--- config.mk ---
export PLATFORM = sky130hd
export DESIGN_NAME = life_grid_generation_engine
export DESIGN_NICKNAME = d
export VERILOG_FILES = /design/src/sv/lgge_pkg.sv /design/src/sv/lgge_front.sv /design/src/sv/lgge_queue.sv /design/src/sv/lgge_back.sv /design/src/sv/life_grid_generation_engine.sv
export SDC_FILE = /design/constraint.sdc
export NUM_CORES = 2
export LEC_CHECK = 0
export BUFFER_PORTS_ARGS = -buffer_cell sky130_fd_sc_hd__buf_4
export CAP_MARGIN = 15
export CORE_MARGIN = 3
export CORE_UTILIZATION = 50
export DETAILED_ROUTE_END_ITERATION = 6
export PLACE_DENSITY = 0.65
export RECOVER_POWER = 100
export SETUP_SLACK_MARGIN = 0.02
export SYNTH_ARGS = -nofsm -noshare
export SYNTH_HDL_FRONTEND = slang
export SYNTH_SLANG_ARGS = --single-unit
--- constraint.sdc ---
create_clock -name i_clk -period 14.6 [get_ports i_clk]
set_input_delay 1.46 -clock i_clk [delete_from_list [all_inputs] [get_ports i_clk]]
set_output_delay 1.46 -clock i_clk [all_outputs]
set_load 0.05 [all_outputs]
--- src/sv/lgge_pkg.sv ---
package lgge_pkg;

    // grid size defaults
    localparam int MAX_ROWS_DEF = 32;
    localparam int MAX_COLS_DEF = 32;

    // fixed field widths
    localparam int KIND_W  = 2;
    localparam int ROW_W   = 5;
    localparam int COL_W   = 5;
    localparam int CELLS_W = 32;
    localparam int CFG_W   = 6;
    localparam int CFG_IDX_W = 1;

    // holds a clamped row or column count up to 64
    localparam int GEOM_W = 7;

    // configuration register indexes
    localparam logic [CFG_IDX_W-1:0] REG_ACTIVE_ROWS = 1'b0;
    localparam logic [CFG_IDX_W-1:0] REG_ACTIVE_COLS = 1'b1;
    localparam logic [CFG_W-1:0]     CFG_RESET       = 6'd32;

    // request kinds
    localparam logic [KIND_W-1:0] KIND_TOGGLE  = 2'd0;
    localparam logic [KIND_W-1:0] KIND_ADVANCE = 2'd1;

    // command queue depth
    localparam int Q_DEPTH = 2;

    typedef enum logic [1:0] {
        OP_TOGGLE,
        OP_ADVANCE,
        OP_SHOW,
        OP_ERROR
    } t_op;

    typedef struct packed {
        t_op              op;
        logic [ROW_W-1:0] row;
        logic [COL_W-1:0] col;
    } t_cmd;

    typedef struct packed {
        logic [GEOM_W-1:0] rows;
        logic [GEOM_W-1:0] cols;
    } t_geom;

    typedef enum logic [2:0] {
        ST_IDLE,
        ST_ADV,
        ST_ADV_END,
        ST_TGL_RD,
        ST_TGL_WR,
        ST_EMIT,
        ST_ERR
    } t_state;

endpackage

--- src/sv/lgge_front.sv ---
module lgge_front #(
    parameter int MAX_ROWS = lgge_pkg::MAX_ROWS_DEF,
    parameter int MAX_COLS = lgge_pkg::MAX_COLS_DEF
) (
    input  logic                           i_clk,
    input  logic                           i_rst_n,
    input  logic                           i_cfg_we,
    input  logic [lgge_pkg::CFG_IDX_W-1:0] i_cfg_idx,
    input  logic [lgge_pkg::CFG_W-1:0]     i_cfg_data,
    input  logic                           i_start,
    input  logic [lgge_pkg::KIND_W-1:0]    i_kind,
    input  logic [lgge_pkg::ROW_W-1:0]     i_row,
    input  logic [lgge_pkg::COL_W-1:0]     i_col,
    input  logic                           i_q_full,
    output logic                           o_push,
    output lgge_pkg::t_cmd                 o_cmd,
    output lgge_pkg::t_geom                o_geom
);

    localparam int GW = lgge_pkg::GEOM_W;

    logic [lgge_pkg::CFG_W-1:0] r_rows_cfg;
    logic [lgge_pkg::CFG_W-1:0] r_cols_cfg;
    logic [GW-1:0]              rows;
    logic [GW-1:0]              cols;
    logic                       out_of_grid;

    always_ff @(posedge i_clk) begin
        if (!i_rst_n) begin
            r_rows_cfg <= lgge_pkg::CFG_RESET;
            r_cols_cfg <= lgge_pkg::CFG_RESET;
        end else if (i_cfg_we) begin
            case (i_cfg_idx)
                lgge_pkg::REG_ACTIVE_ROWS: r_rows_cfg <= i_cfg_data;
                lgge_pkg::REG_ACTIVE_COLS: r_cols_cfg <= i_cfg_data;
                default: ;
            endcase
        end
    end

    // zero acts as one, anything above the grid acts as the grid size
    always_comb begin
        if (r_rows_cfg == '0) begin
            rows = GW'(1);
        end else if (GW'(r_rows_cfg) > GW'(MAX_ROWS)) begin
            rows = GW'(MAX_ROWS);
        end else begin
            rows = GW'(r_rows_cfg);
        end
        if (r_cols_cfg == '0) begin
            cols = GW'(1);
        end else if (GW'(r_cols_cfg) > GW'(MAX_COLS)) begin
            cols = GW'(MAX_COLS);
        end else begin
            cols = GW'(r_cols_cfg);
        end
    end

    assign out_of_grid = (GW'(i_row) >= rows) || (GW'(i_col) >= cols);

    always_comb begin
        o_cmd.row = i_row;
        o_cmd.col = i_col;
        case (i_kind)
            lgge_pkg::KIND_TOGGLE:  o_cmd.op = out_of_grid ? lgge_pkg::OP_ERROR
                                                           : lgge_pkg::OP_TOGGLE;
            lgge_pkg::KIND_ADVANCE: o_cmd.op = lgge_pkg::OP_ADVANCE;
            default:                o_cmd.op = lgge_pkg::OP_SHOW;
        endcase
    end

    assign o_push      = i_start && !i_q_full;
    assign o_geom.rows = rows;
    assign o_geom.cols = cols;

endmodule

--- src/sv/lgge_queue.sv ---
module lgge_queue (
    input  logic           i_clk,
    input  logic           i_rst_n,
    input  logic           i_push,
    input  lgge_pkg::t_cmd i_cmd,
    input  logic           i_pop,
    output logic           o_valid,
    output logic           o_full,
    output lgge_pkg::t_cmd o_cmd
);

    localparam int PW = $clog2(lgge_pkg::Q_DEPTH);
    localparam int CW = $clog2(lgge_pkg::Q_DEPTH + 1);

    lgge_pkg::t_cmd r_slot [lgge_pkg::Q_DEPTH];
    logic [PW-1:0]  r_wr_ptr;
    logic [PW-1:0]  r_rd_ptr;
    logic [CW-1:0]  r_count;
    logic [PW-1:0]  n_wr_ptr;
    logic [PW-1:0]  n_rd_ptr;
    logic [CW-1:0]  n_count;
    logic           do_push;
    logic           do_pop;

    assign do_push = i_push && !o_full;
    assign do_pop  = i_pop && o_valid;

    always_comb begin
        n_wr_ptr = r_wr_ptr;
        n_rd_ptr = r_rd_ptr;
        n_count  = r_count;
        if (do_push) begin
            n_wr_ptr = (r_wr_ptr == PW'(lgge_pkg::Q_DEPTH - 1)) ? '0 : r_wr_ptr + 1'b1;
        end
        if (do_pop) begin
            n_rd_ptr = (r_rd_ptr == PW'(lgge_pkg::Q_DEPTH - 1)) ? '0 : r_rd_ptr + 1'b1;
        end
        if (do_push && !do_pop) begin
            n_count = r_count + 1'b1;
        end else if (do_pop && !do_push) begin
            n_count = r_count - 1'b1;
        end
    end

    always_ff @(posedge i_clk) begin
        if (!i_rst_n) begin
            r_wr_ptr <= '0;
            r_rd_ptr <= '0;
            r_count  <= '0;
        end else begin
            r_wr_ptr <= n_wr_ptr;
            r_rd_ptr <= n_rd_ptr;
            r_count  <= n_count;
        end
    end

    always_ff @(posedge i_clk) begin
        if (do_push) begin
            r_slot[r_wr_ptr] <= i_cmd;
        end
    end

    assign o_valid = (r_count != '0);
    assign o_full  = (r_count == CW'(lgge_pkg::Q_DEPTH));
    assign o_cmd   = r_slot[r_rd_ptr];

endmodule

--- src/sv/lgge_back.sv ---
module lgge_back #(
    parameter int MAX_ROWS = lgge_pkg::MAX_ROWS_DEF,
    parameter int MAX_COLS = lgge_pkg::MAX_COLS_DEF
) (
    input  logic                         i_clk,
    input  logic                         i_rst_n,
    input  lgge_pkg::t_geom              i_geom,
    input  logic                         i_q_valid,
    input  lgge_pkg::t_cmd               i_q_cmd,
    output logic                         o_q_pop,
    output logic                         o_strobe,
    output logic [lgge_pkg::ROW_W-1:0]   o_row_index,
    output logic [lgge_pkg::CELLS_W-1:0] o_row_cells,
    output logic                         o_last,
    output logic                         o_error
);

    localparam int RA_W = $clog2(MAX_ROWS);
    localparam int CA_W = $clog2(MAX_COLS);
    localparam int CNT_W = $clog2(MAX_ROWS + 1);
    localparam int GW = lgge_pkg::GEOM_W;

    // one generation of one row, B3/S23, dead beyond both edges
    function automatic logic [MAX_COLS-1:0] life_row(
        input logic [MAX_COLS-1:0] above,
        input logic [MAX_COLS-1:0] mid,
        input logic [MAX_COLS-1:0] below
    );
        logic [MAX_COLS+1:0] a;
        logic [MAX_COLS+1:0] m;
        logic [MAX_COLS+1:0] b;
        logic [3:0]          cnt;
        logic [MAX_COLS-1:0] res;
        a = {1'b0, above, 1'b0};
        m = {1'b0, mid, 1'b0};
        b = {1'b0, below, 1'b0};
        for (int j = 0; j < MAX_COLS; j++) begin
            cnt = 4'(a[j]) + 4'(a[j+1]) + 4'(a[j+2]) + 4'(m[j]) + 4'(m[j+2])
                + 4'(b[j]) + 4'(b[j+1]) + 4'(b[j+2]);
            res[j] = mid[j] ? ((cnt == 4'd2) || (cnt == 4'd3)) : (cnt == 4'd3);
        end
        return res;
    endfunction

    lgge_pkg::t_state r_state;
    lgge_pkg::t_state n_state;
    lgge_pkg::t_cmd   r_cmd;

    // row memory, with a valid bit per row so reset reads as dead
    logic [MAX_COLS-1:0] r_mem [MAX_ROWS];
    logic [MAX_ROWS-1:0] r_row_ok;
    logic [MAX_ROWS-1:0] n_row_ok;
    logic [MAX_COLS-1:0] r_rd_data;
    logic                r_rd_ok;

    logic [CNT_W-1:0]    r_cnt;
    logic [CNT_W-1:0]    n_cnt;

    // read stage tags
    logic                r_p1_adv;
    logic                r_p1_emit;
    logic                r_p1_pad;
    logic                r_p1_last;
    logic [CNT_W-1:0]    r_p1_idx;
    logic                n_p1_adv;
    logic                n_p1_emit;
    logic                n_p1_pad;
    logic                n_p1_last;

    // line buffers for the old contents during an advance
    logic [MAX_COLS-1:0] r_prev_old;
    logic [MAX_COLS-1:0] r_cur_old;

    logic                         r_o_strobe;
    logic [lgge_pkg::ROW_W-1:0]   r_o_row_index;
    logic [lgge_pkg::CELLS_W-1:0] r_o_row_cells;
    logic                         r_o_last;
    logic                         r_o_error;

    logic [CNT_W-1:0]    rows;
    logic [CNT_W-1:0]    rows_m1;
    logic [GW-1:0]       cols;
    logic [MAX_COLS-1:0] mask;
    logic                rd_en;
    logic [RA_W-1:0]     rd_addr;
    logic                clr_hi;
    logic                w_en;
    logic [RA_W-1:0]     w_addr;
    logic [MAX_COLS-1:0] w_data;
    logic [MAX_COLS-1:0] rd_row;
    logic [MAX_COLS-1:0] tgl_bit;

    assign rows    = CNT_W'(i_geom.rows);
    assign rows_m1 = rows - 1'b1;
    assign cols    = i_geom.cols;

    always_comb begin
        for (int j = 0; j < MAX_COLS; j++) begin
            mask[j] = (GW'(j) < cols);
        end
    end

    assign rd_row  = r_rd_ok ? (r_rd_data & mask) : '0;
    assign tgl_bit = {{(MAX_COLS-1){1'b0}}, 1'b1} << CA_W'(r_cmd.col);

    // next state
    always_comb begin
        n_state = r_state;
        case (r_state)
            lgge_pkg::ST_IDLE: begin
                if (i_q_valid) begin
                    case (i_q_cmd.op)
                        lgge_pkg::OP_TOGGLE:  n_state = lgge_pkg::ST_TGL_RD;
                        lgge_pkg::OP_ADVANCE: n_state = lgge_pkg::ST_ADV;
                        lgge_pkg::OP_ERROR:   n_state = lgge_pkg::ST_ERR;
                        default:              n_state = lgge_pkg::ST_EMIT;
                    endcase
                end
            end
            lgge_pkg::ST_ADV: begin
                if (r_cnt == rows) begin
                    n_state = lgge_pkg::ST_ADV_END;
                end
            end
            lgge_pkg::ST_ADV_END: n_state = lgge_pkg::ST_EMIT;
            lgge_pkg::ST_TGL_RD:  n_state = lgge_pkg::ST_TGL_WR;
            lgge_pkg::ST_TGL_WR:  n_state = lgge_pkg::ST_EMIT;
            lgge_pkg::ST_EMIT: begin
                if (r_cnt == rows_m1) begin
                    n_state = lgge_pkg::ST_IDLE;
                end
            end
            lgge_pkg::ST_ERR:     n_state = lgge_pkg::ST_IDLE;
            default:              n_state = lgge_pkg::ST_IDLE;
        endcase
    end

    // sequencer outputs
    always_comb begin
        o_q_pop   = 1'b0;
        clr_hi    = 1'b0;
        rd_en     = 1'b0;
        rd_addr   = r_cnt[RA_W-1:0];
        n_cnt     = r_cnt;
        n_p1_adv  = 1'b0;
        n_p1_emit = 1'b0;
        n_p1_pad  = 1'b0;
        n_p1_last = 1'b0;
        case (r_state)
            lgge_pkg::ST_IDLE: begin
                o_q_pop = i_q_valid;
                clr_hi  = i_q_valid && (i_q_cmd.op == lgge_pkg::OP_ADVANCE);
                n_cnt   = '0;
            end
            lgge_pkg::ST_ADV: begin
                // one extra step past the last row feeds a dead row below it
                rd_en    = (r_cnt != rows);
                n_p1_adv = 1'b1;
                n_p1_pad = (r_cnt == rows);
                n_cnt    = r_cnt + 1'b1;
            end
            lgge_pkg::ST_ADV_END: begin
                // readout starts again from row 0
                n_cnt = '0;
            end
            lgge_pkg::ST_TGL_RD: begin
                rd_en   = 1'b1;
                rd_addr = RA_W'(r_cmd.row);
            end
            lgge_pkg::ST_EMIT: begin
                rd_en     = 1'b1;
                n_p1_emit = 1'b1;
                n_p1_last = (r_cnt == rows_m1);
                n_cnt     = r_cnt + 1'b1;
            end
            default: ;
        endcase
    end

    // write port: advance writes the row above the one just read, a toggle writes its row back with one cell flipped
    always_comb begin
        w_en   = 1'b0;
        w_addr = RA_W'(r_cmd.row);
        w_data = (r_rd_ok ? r_rd_data : '0) ^ tgl_bit;
        if (r_p1_adv && (r_p1_idx != '0)) begin
            w_en   = 1'b1;
            w_addr = RA_W'(r_p1_idx - 1'b1);
            w_data = life_row(r_prev_old, r_cur_old, r_p1_pad ? '0 : rd_row) & mask;
        end else if (r_state == lgge_pkg::ST_TGL_WR) begin
            w_en = 1'b1;
        end
    end

    // rows outside the region die at an advance, written rows become valid
    always_comb begin
        n_row_ok = r_row_ok;
        if (clr_hi) begin
            for (int i = 0; i < MAX_ROWS; i++) begin
                if (CNT_W'(i) >= rows) begin
                    n_row_ok[i] = 1'b0;
                end
            end
        end
        if (w_en) begin
            n_row_ok[w_addr] = 1'b1;
        end
    end

    always_ff @(posedge i_clk) begin
        if (!i_rst_n) begin
            r_state    <= lgge_pkg::ST_IDLE;
            r_cnt      <= '0;
            r_p1_adv   <= 1'b0;
            r_p1_emit  <= 1'b0;
            r_row_ok   <= '0;
            r_o_strobe <= 1'b0;
        end else begin
            r_state    <= n_state;
            r_cnt      <= n_cnt;
            r_p1_adv   <= n_p1_adv;
            r_p1_emit  <= n_p1_emit;
            r_o_strobe <= r_p1_emit || (r_state == lgge_pkg::ST_ERR);
            r_row_ok   <= n_row_ok;
        end
    end

    always_ff @(posedge i_clk) begin
        if (w_en) begin
            r_mem[w_addr] <= w_data;
        end
        if (rd_en) begin
            r_rd_data <= r_mem[rd_addr];
            r_rd_ok   <= r_row_ok[rd_addr];
        end
    end

    always_ff @(posedge i_clk) begin
        if (o_q_pop) begin
            r_cmd <= i_q_cmd;
        end
        r_p1_pad  <= n_p1_pad;
        r_p1_last <= n_p1_last;
        r_p1_idx  <= r_cnt;
        if (r_p1_adv) begin
            if (r_p1_idx == '0) begin
                r_prev_old <= '0;
            end else begin
                r_prev_old <= r_cur_old;
            end
            r_cur_old <= r_p1_pad ? '0 : rd_row;
        end
        if (r_p1_emit) begin
            r_o_row_index <= lgge_pkg::ROW_W'(r_p1_idx);
            r_o_row_cells <= lgge_pkg::CELLS_W'(rd_row);
            r_o_last      <= r_p1_last;
            r_o_error     <= 1'b0;
        end else begin
            r_o_row_index <= '0;
            r_o_row_cells <= '0;
            r_o_last      <= 1'b1;
            r_o_error     <= 1'b1;
        end
    end

    assign o_strobe    = r_o_strobe;
    assign o_row_index = r_o_row_index;
    assign o_row_cells = r_o_row_cells;
    assign o_last      = r_o_last;
    assign o_error     = r_o_error;

`ifndef SYNTHESIS
    // a rejected toggle gives one empty closing result
    a_err_result: assert property (@(posedge i_clk) disable iff (!i_rst_n)
        r_o_strobe && r_o_error |-> r_o_last && (r_o_row_cells == '0))
        else $error("error result not a single empty last row");

    // rows of one request leave without gaps
    a_emit_run: assert property (@(posedge i_clk) disable iff (!i_rst_n)
        r_p1_emit && !r_p1_last |=> r_p1_emit)
        else $error("row output run broken before last row");

    // advance write-back drained before rows are read out
    a_adv_drain: assert property (@(posedge i_clk) disable iff (!i_rst_n)
        r_state == lgge_pkg::ST_ADV_END |=> !r_p1_adv && !w_en)
        else $error("advance write-back still in flight at readout");
`endif

endmodule

--- src/sv/life_grid_generation_engine.sv ---
// a show request reads its rows straight out; an advance first writes the new generation
//   back row by row and a valid toggle first rewrites its row; a rejected toggle gives one error result
// throughput: one row result per cycle while a request's rows are read out; requests are
//   served one at a time through the one-read one-write row memory
// the receiver cannot stall: results leave on o_strobe, one cycle each
// reset (synchronous, active low) clears the grid to all dead and sets both counts to 32
module life_grid_generation_engine #(
    parameter int MAX_ROWS = lgge_pkg::MAX_ROWS_DEF,
    parameter int MAX_COLS = lgge_pkg::MAX_COLS_DEF
) (
    input  logic                           i_clk,
    input  logic                           i_rst_n,
    // configuration writes, to be made only while no request is in flight; the block does not enforce it
    input  logic                           i_cfg_we,
    input  logic [lgge_pkg::CFG_IDX_W-1:0] i_cfg_idx,
    input  logic [lgge_pkg::CFG_W-1:0]     i_cfg_data,
    // request side
    input  logic                           start,
    output logic                           busy,
    input  logic [lgge_pkg::KIND_W-1:0]    i_kind,
    input  logic [lgge_pkg::ROW_W-1:0]     i_row,
    input  logic [lgge_pkg::COL_W-1:0]     i_col,
    // result side
    output logic                           o_strobe,
    output logic [lgge_pkg::ROW_W-1:0]     o_row_index,
    output logic [lgge_pkg::CELLS_W-1:0]   o_row_cells,
    output logic                           o_last,
    output logic                           o_error
);

    // front: config registers, count clamping and request decode
    // queue: two decoded requests, so a new request lands while rows still stream out
    // back: row memory sequencer doing toggles, generations and row readout

    logic            push;
    logic            q_full;
    logic            q_valid;
    logic            q_pop;
    lgge_pkg::t_cmd  push_cmd;
    lgge_pkg::t_cmd  head_cmd;
    lgge_pkg::t_geom geom;

    lgge_front #(
        .MAX_ROWS (MAX_ROWS),
        .MAX_COLS (MAX_COLS)
    ) u_front (
        .i_clk      (i_clk),
        .i_rst_n    (i_rst_n),
        .i_cfg_we   (i_cfg_we),
        .i_cfg_idx  (i_cfg_idx),
        .i_cfg_data (i_cfg_data),
        .i_start    (start),
        .i_kind     (i_kind),
        .i_row      (i_row),
        .i_col      (i_col),
        .i_q_full   (q_full),
        .o_push     (push),
        .o_cmd      (push_cmd),
        .o_geom     (geom)
    );

    lgge_queue u_queue (
        .i_clk   (i_clk),
        .i_rst_n (i_rst_n),
        .i_push  (push),
        .i_cmd   (push_cmd),
        .i_pop   (q_pop),
        .o_valid (q_valid),
        .o_full  (q_full),
        .o_cmd   (head_cmd)
    );

    lgge_back #(
        .MAX_ROWS (MAX_ROWS),
        .MAX_COLS (MAX_COLS)
    ) u_back (
        .i_clk       (i_clk),
        .i_rst_n     (i_rst_n),
        .i_geom      (geom),
        .i_q_valid   (q_valid),
        .i_q_cmd     (head_cmd),
        .o_q_pop     (q_pop),
        .o_strobe    (o_strobe),
        .o_row_index (o_row_index),
        .o_row_cells (o_row_cells),
        .o_last      (o_last),
        .o_error     (o_error)
    );

    // new requests wait only while the queue is full
    assign busy = q_full;

endmodule
# After elaboration in Yosys (flattened, before gate mapping)
# Memory sizes are Yosys's and may differ from the RTL's. A register that Yosys moved wholly into a read port is not among the register bits.
# Index checks and enable logic that the tools add are counted.
# word_totals
elab_cells	574
ff_bits	182
out_inout_bits	41
mem_count	2
ramBits	1048
# op_classes
n_eq_ne	80
mux	106
add_sub_neg	224
reduce_logical	62
order_cmp	71
n_bitwise	5
n_shift	1
# mem_list
memory	words	width	read_ports	rd_clocked_by_memory_dff	wr	line_no	source
u_back.r_mem	32	32	1	1	1	lgge_back.sv:50	logic [MAX_COLS-1:0] r_mem [MAX_ROWS];
u_queue.r_slot	2	12	1	1	1	lgge_queue.sv:15	lgge_pkg::t_cmd r_slot [lgge_pkg::Q_DEPTH];
# op_table
op	count
$add 4x1->4	185
$eq 4x2->1 const B	64
$mux 32	6
$lt 5x7->1 const A	16
$ge 5x6->1 const A	16
$mux 1	81
$and 32x32->32	2
$add 1x1->2	31
$lt 4x7->1 const A	8
$ge 4x6->1 const A	8
$logic_or 1x1->1	34
$or 32x32->32	1
$shl 1x5->32 const A	1
$xor 32x32->32	1
$lt 3x7->1 const A	4
$ge 3x6->1 const A	4
$logic_not 6->1	3
$pmux 3 s5	1
$ge 5x7->1	2
$lt 1x7->1 const A	2
$lt 2x7->1 const A	2
$mux 7	2
$eq 6x6->1	2
$ge 1x6->1 const A	2
38 further kinds	71

# Logic depth before layout (Yosys ltp)
# depth
word_depth	15
mapped_depth	18
depth_no_buf	16

# Cells and area by module
# Synthesis repeated with hierarchy kept, for this count alone.
# unflattened
cells_unflattened	4115
hier_area_um2	59459.5
# modules_own_cells
mod	n_inst	cells_per_inst	area_per_inst_um2
lgge_back	1	3928	57411.3
lgge_queue	1	62	1097.3
lgge_front	1	125	950.9

# Worst setup path after synthesis
# OpenSTA, ideal clock, no wires.
# synth_timing
kind	reg-to-reg
startpoint	register u_front.r_cols_cfg[2] in the netlist's numbering
endpoint	memory u_back.r_mem[0][21] in the netlist's numbering, data pin
required_time_ns	14.223
setup_ns	0.377
arrival_time_ns	4.605
setup_slack_ns	9.618
period_less_slack_ns	4.982
path_stages_with_launch	18
path_buffers	2
path_cell_list	dfxtp_1 -> clkbuf_1 -> buf_1 -> o21a_1 -> o21ai_0 -> nand2_1 -> nand3_1 -> fa_1 -> fa_1 -> inv_1 -> fa_1 -> inv_1 -> fa_1 -> a2111oi_0 -> a21oi_1 -> nor4_1 -> nor2_1 -> a21oi_1
# synth_via
elab_chain_len	15
elab_cells_between_ends	19
classes_between	3 x add/sub; 4 x order compare; 2 x eq/ne; 6 x mux; 2 x bitwise; 2 x reduce/logical
# synth_rtl
item	line_no	source
from (decl)	lgge_front.sv:23	logic [lgge_pkg::CFG_W-1:0] r_cols_cfg;
from (signal assigned)	lgge_front.sv:31	r_cols_cfg <= lgge_pkg::CFG_RESET;
from (signal assigned)	lgge_front.sv:35	lgge_pkg::REG_ACTIVE_COLS: r_cols_cfg <= i_cfg_data;
$gt 6x6->1	lgge_front.sv:52	end else if (GW'(r_cols_cfg) > GW'(MAX_COLS)) begin
$mux 6	lgge_front.sv:52	
$mux 7 (*)	lgge_front.sv:50	if (r_cols_cfg == '0) begin
$lt 5x7->1	lgge_back.sv:99	mask[j] = (GW'(j) < cols);
$and 32x32->32	lgge_back.sv:103	assign rd_row = r_rd_ok ? (r_rd_data & mask) : '0;
$mux 32	lgge_back.sv:103	
$mux 32	-	
$add 4x1->4 (3 in a row)	lgge_back.sv:39	+ 4'(b[j]) + 4'(b[j+1]) + 4'(b[j+2]);
$eq 4x2->1	lgge_back.sv:40	res[j] = mid[j] ? ((cnt == 4'd2) || (cnt == 4'd3)) : (cnt == 4'd3);
$logic_or 1x1->1	lgge_back.sv:40	
$mux 1	lgge_back.sv:40	
$and 32x32->32 (*)	lgge_back.sv:188	w_data = life_row(r_prev_old, r_cur_old, r_p1_pad ? '0 : rd_row) & mask;
$mux 32 (*)	lgge_back.sv:185	if (r_p1_adv && (r_p1_idx != '0)) begin
net u_back.w_data[21]	lgge_back.sv:89	logic [MAX_COLS-1:0] w_data;
to (decl)	lgge_back.sv:50	
# Mark *: on every way through the listed nets, which the timed path passes. The rest lies on a longest branch.

# Worst setup path after layout
# layout_timing
startpoint	register u_back.r_cnt[0]
endpoint	register u_back.r_rd_data[12] (read register of u_back.r_mem), data pin
# layout_via
elab_chain_len	2
elab_cells_between_ends	3
classes_between	1 x eq/ne; 2 x mux
# layout_rtl
item	line_no	source
from (decl)	lgge_back.sv:56	logic [CNT_W-1:0] r_cnt;
from (signal assigned)	lgge_back.sv:219	r_cnt <= n_cnt;
$ne 6x6->1	lgge_back.sv:157	rd_en = (r_cnt != rows);
$pmux 1 s2	lgge_back.sv:149	case (r_state)
to (decl)	lgge_back.sv:53	logic [MAX_COLS-1:0] r_rd_data;
# Parallel ways exist; a longest one is shown, timed or not.
# A chain may end at the register's enable or synchronous reset.

==> results.txt <==
Wire length of the first global-routing pass: 231,000 um. The number of nets in the layout is 4,393. The tools report the clock tree root buffer cell as clkbuf_16.

The path class of the lowest-slack min-delay path was reg2reg. The horizontal die dimension is 345 um. The placed instance area is 60,000 sq um. The number of different library cells used by synthesis comes to 71. The startpoint of the tightest hold check path was u_back.r_p1_last. The run gives 0.641 as the sequential share of the synthesized area.

In this run the critical register-to-register path is launched from u_back.r_cnt[0]. TritonCTS built the clock tree. The path with the worst hold slack has its endpoint at u_back.o_last. For the number of pins with negative max-slew slack in the final report, the log shows 1,933. The slew at the pin with the worst max-slew slack was 4.36 ns; the count of maximum capacitance violations was 61. The run gives 22.4 nW as the static power due to leakage. The H-tree was split into 4 levels.

After routing the design area is 63,600 sq um. The tools report the pin count of the biggest net entering global routing as 159. STA classifies the critical path startpoint as a register. IR analysis of the VDD net gives a maximum drop of 0.000123 V. For this run, the detailed router's first-pass iteration total came to 6. Setup repair after global routing left no endpoint under its margin. The number of enable flip-flop cells after synthesis came out at 1,155. In this run, post-CTS hold repair placed 0 buffers. The worst reg2reg path depth came out at 8.

The run gives 35,000 as the number of vias in the routed layout. After floorplanning, the core was divided into 123 placement rows. The final hold slack is 0.406 ns. The mapped netlist covers 57,500 sq um. The die is 345 um tall. The critical path required time is 15.08 ns. The number of cells on the worst hold path is 1, and the arrival time reported for the critical path endpoint is 9.66 ns. Counting along the longest clock path gives a buffer depth of 3. The number of gates resized after CTS was 0. The worst setup path is captured at a register. The timing-limited maximum frequency was 109 MHz. The number of setup violations in the final report is 0. The global-route congestion overflow total is 0, and the initial core utilization is 0.508. The via count of the first global-routing pass came out at 33,400. The critical path class is reg2reg. The tools report the later-pin clock latency in the skew report as 0.75 ns. The most critical setup path has its startpoint at u_back.r_cnt[0]. The final reports fail on capacitance limit, slew limit. In this run the register-to-register setup slack is 5.42 ns. The post-CTS setup buffer count was 0.

Relative to the synthesized area, the layout overhead comes to 10.5%. Counting every instance in the synthesized netlist gives 4,052. The power per cell area was 177 nW/um^2.

The logs give -1.91 for the remaining max-slew budget at the tightest pin and 4,311 for the number of nets produced by synthesis. For the clock network power share, the log shows 0.291. The run gives 0 as the number of design rule violations left after detail routing.

The total internal power is 0.00760 W. The total area inside the core boundary comes to 113,000 sq um. The reported net switching power was 0.00365 W; the CTS buffer count was 132. The switching part of the total power was 0.324. The Yosys step of the flow raised 0 warnings.

Dividing the detail-routed via count by the number of cells gives 6.10. Full die area: 119,000 sq um. The tools report the global-route usage over all layers as 0.263. The tools report the count of boundary I/O pins as 64. The detail route stage leaves a number of antenna-violating nets equal to 0. The leading register cell type out of synthesis is edfxtp_1. A synthesized cell averages 14.2 sq um.

Clock-pin slew was measured on the worst setup and hold paths at 0.06 ns. The share of synthesized registers carrying an async set or reset was 0. The run finished, with violations left. For the final setup skew, the log shows 0.0364 ns. The wire length per cell was 27.8 um; the number of sinks on the clock net was 1,263. The first routing iteration left 4,188 violations. The fraction of final layout cells sized beyond drive strength 1 came out at 0.111. The capture point of the worst reg-to-reg path is u_back.r_rd_data[12]. The count of buffers added on input and output ports is 63. The run gives 0.939 as the final weighted congestion in routability-driven placement.

The peak fanout along the critical path came out at 41. The run gives 0.281 as the relative contribution of combinational cells to total power. The routed design could run at a clock period as short as 9.18 ns. For the number of antenna violations at the first check in global routing, the log shows 3. For this block, the routed nets add up to 159,000 um of wire.

Synthesis inferred 1,263 register bits. The sequential cell fraction of total power came out at 0.428. Summed over all failing endpoints, the final setup total negative slack is 0 ns. The placed wire-length estimate is 92,500 um.

The portion of the clock cycle consumed by the worst path in the final layout works out to 0.628. The run gives 0 as the total count of hold-check failures in the final report.
[synthesized netlist by cell type (all sizes together) (38+ instances only)]
master,n,area share
nand2,487,0.032
buf,110,0.011
nor2,154,0.010
ha,112,0.024
mux2i,311,0.054
dfxtp,108,0.038
and2,48,0.0052
a32oi,97,0.015
mux2,117,0.024
nor3,40,0.0035
a21oi,92,0.0080
mux4,67,0.026
o21a,39,0.0051
inv,274,0.018
fa,124,0.043
edfxtp,1155,0.60
nor4,45,0.0050
nand3,112,0.0097
clkbuf,104,0.0068
nand4,44,0.0048
o21ai,46,0.0040
nor2b,38,0.0041
[cell type report]
type,count,area [sq um]
Fill cell,9083,49700
Clock inverter,81,786
Tap cell,1500,1880
Antenna cell,4,10.0
Timing Repair Buffer,162,771
Multi-Input combinational cell,2301,18800
Inverter,274,1030
Clock buffer,155,3430
Sequential cell,1263,36800
[cell families after synthesis]
| group | synth area share |
|---|---|
| AND/OR/NAND/NOR | 0.0870 |
| AO/OA/AOI/OAI | 0.0566 |
| adder cells (fa/ha/maj) | 0.0676 |
| buffers and inverters | 0.0359 |
| XOR/XNOR | 0.00762 |
| multiplexers | 0.105 |
| flip-flops | 0.641 |
[cell usage in the layout, fill, tap and decap left out, drive strengths merged, types with 97 or more instances in the layout]
| cell type | netlist | layout |
|---|---|---|
| nor2 | 154 | 154 |
| a32oi | 97 | 97 |
| mux2i | 311 | 311 |
| ha | 112 | 112 |
| edfxtp | 1155 | 1155 |
| nand2 | 487 | 487 |
| clkbuf | 104 | 277 |
| fa | 124 | 124 |
| mux2 | 117 | 117 |
| nand3 | 112 | 112 |
| dfxtp | 108 | 108 |
| inv | 274 | 281 |
[per-stage QoR]
stage                     cells  total power [W]   util  worst slack, ns
after CTS                  5729           0.0113  0.567             8.65
after detailed placement   5493          0.00805  0.530             8.67
final                      5740           0.0113  0.561             5.42
after global routing       5736           0.0118  0.561             5.35
after floorplan            4052          0.00695      -             9.62
after global placement     5493          0.00795  0.530             8.73
[layer usage]
layer	global-route usage	vias up	wire, um
met5	0	-	13
met4	0.0847	2	5340
met1	0.372	17900	65100
met2	0.418	1672	75000
li1	-	15100	-
met3	0.0460	274	13900
[how the worst max path moves through the flow]
stage	end	slack, ns	depth (start not counted)
after floorplan	u_back.r_mem[0][21]	9.62	17
after global placement	u_back.r_mem[16][7]	8.73	12
after detailed placement	u_back.r_mem[18][7]	8.67	14
after CTS	u_back.r_mem[18][7]	8.65	14
after global routing	u_back.r_rd_data[12]	5.35	8
final	u_back.r_rd_data[12]	5.42	8
[power groups by stage]
stage | combinational (W) | clock, W | sequential [W]
6_report | 0.00316 | 0.00328 | 0.00482
2_1_floorplan | 0.00218 | 0 | 0.00478
3_3_place_gp | 0.00311 | 0 | 0.00484
5_1_grt | 0.00349 | 0.00348 | 0.00483
3_5_place_dp | 0.00320 | 0 | 0.00484
4_1_cts | 0.00322 | 0.00333 | 0.00477
[sequential cells by signal, summed over array words and instances (netlist names), 2 cells and up, named ones only]
name	count
u_back.o_row_cells	32
u_queue.r_count	2
u_front.r_rows_cfg	6
u_back.r_p1_idx	6
u_back.o_row_index	5
u_back.r_mem	1024
u_back.r_prev_old	32
u_front.r_cols_cfg	6
u_back.r_rd_data	32
u_queue.r_slot	24
u_back.r_cnt	6
u_back.r_state	3
u_back.r_row_ok	32
u_back.r_cmd	10
u_back.r_cur_old	32
[worst max-delay path, cell delays in order (launching register included)]
cell and delay, ns:
dfxtp_1 0.44, clkbuf_1 2.54, mux2_2 0.48, clkbuf_1 2.46, nor2_4 -0.06, clkbuf_1 1.29, a32oi_1 0.61, nand4_1 0.46
nor4_1 0.62
No activity file was read; power rests on OpenSTA's default activity.
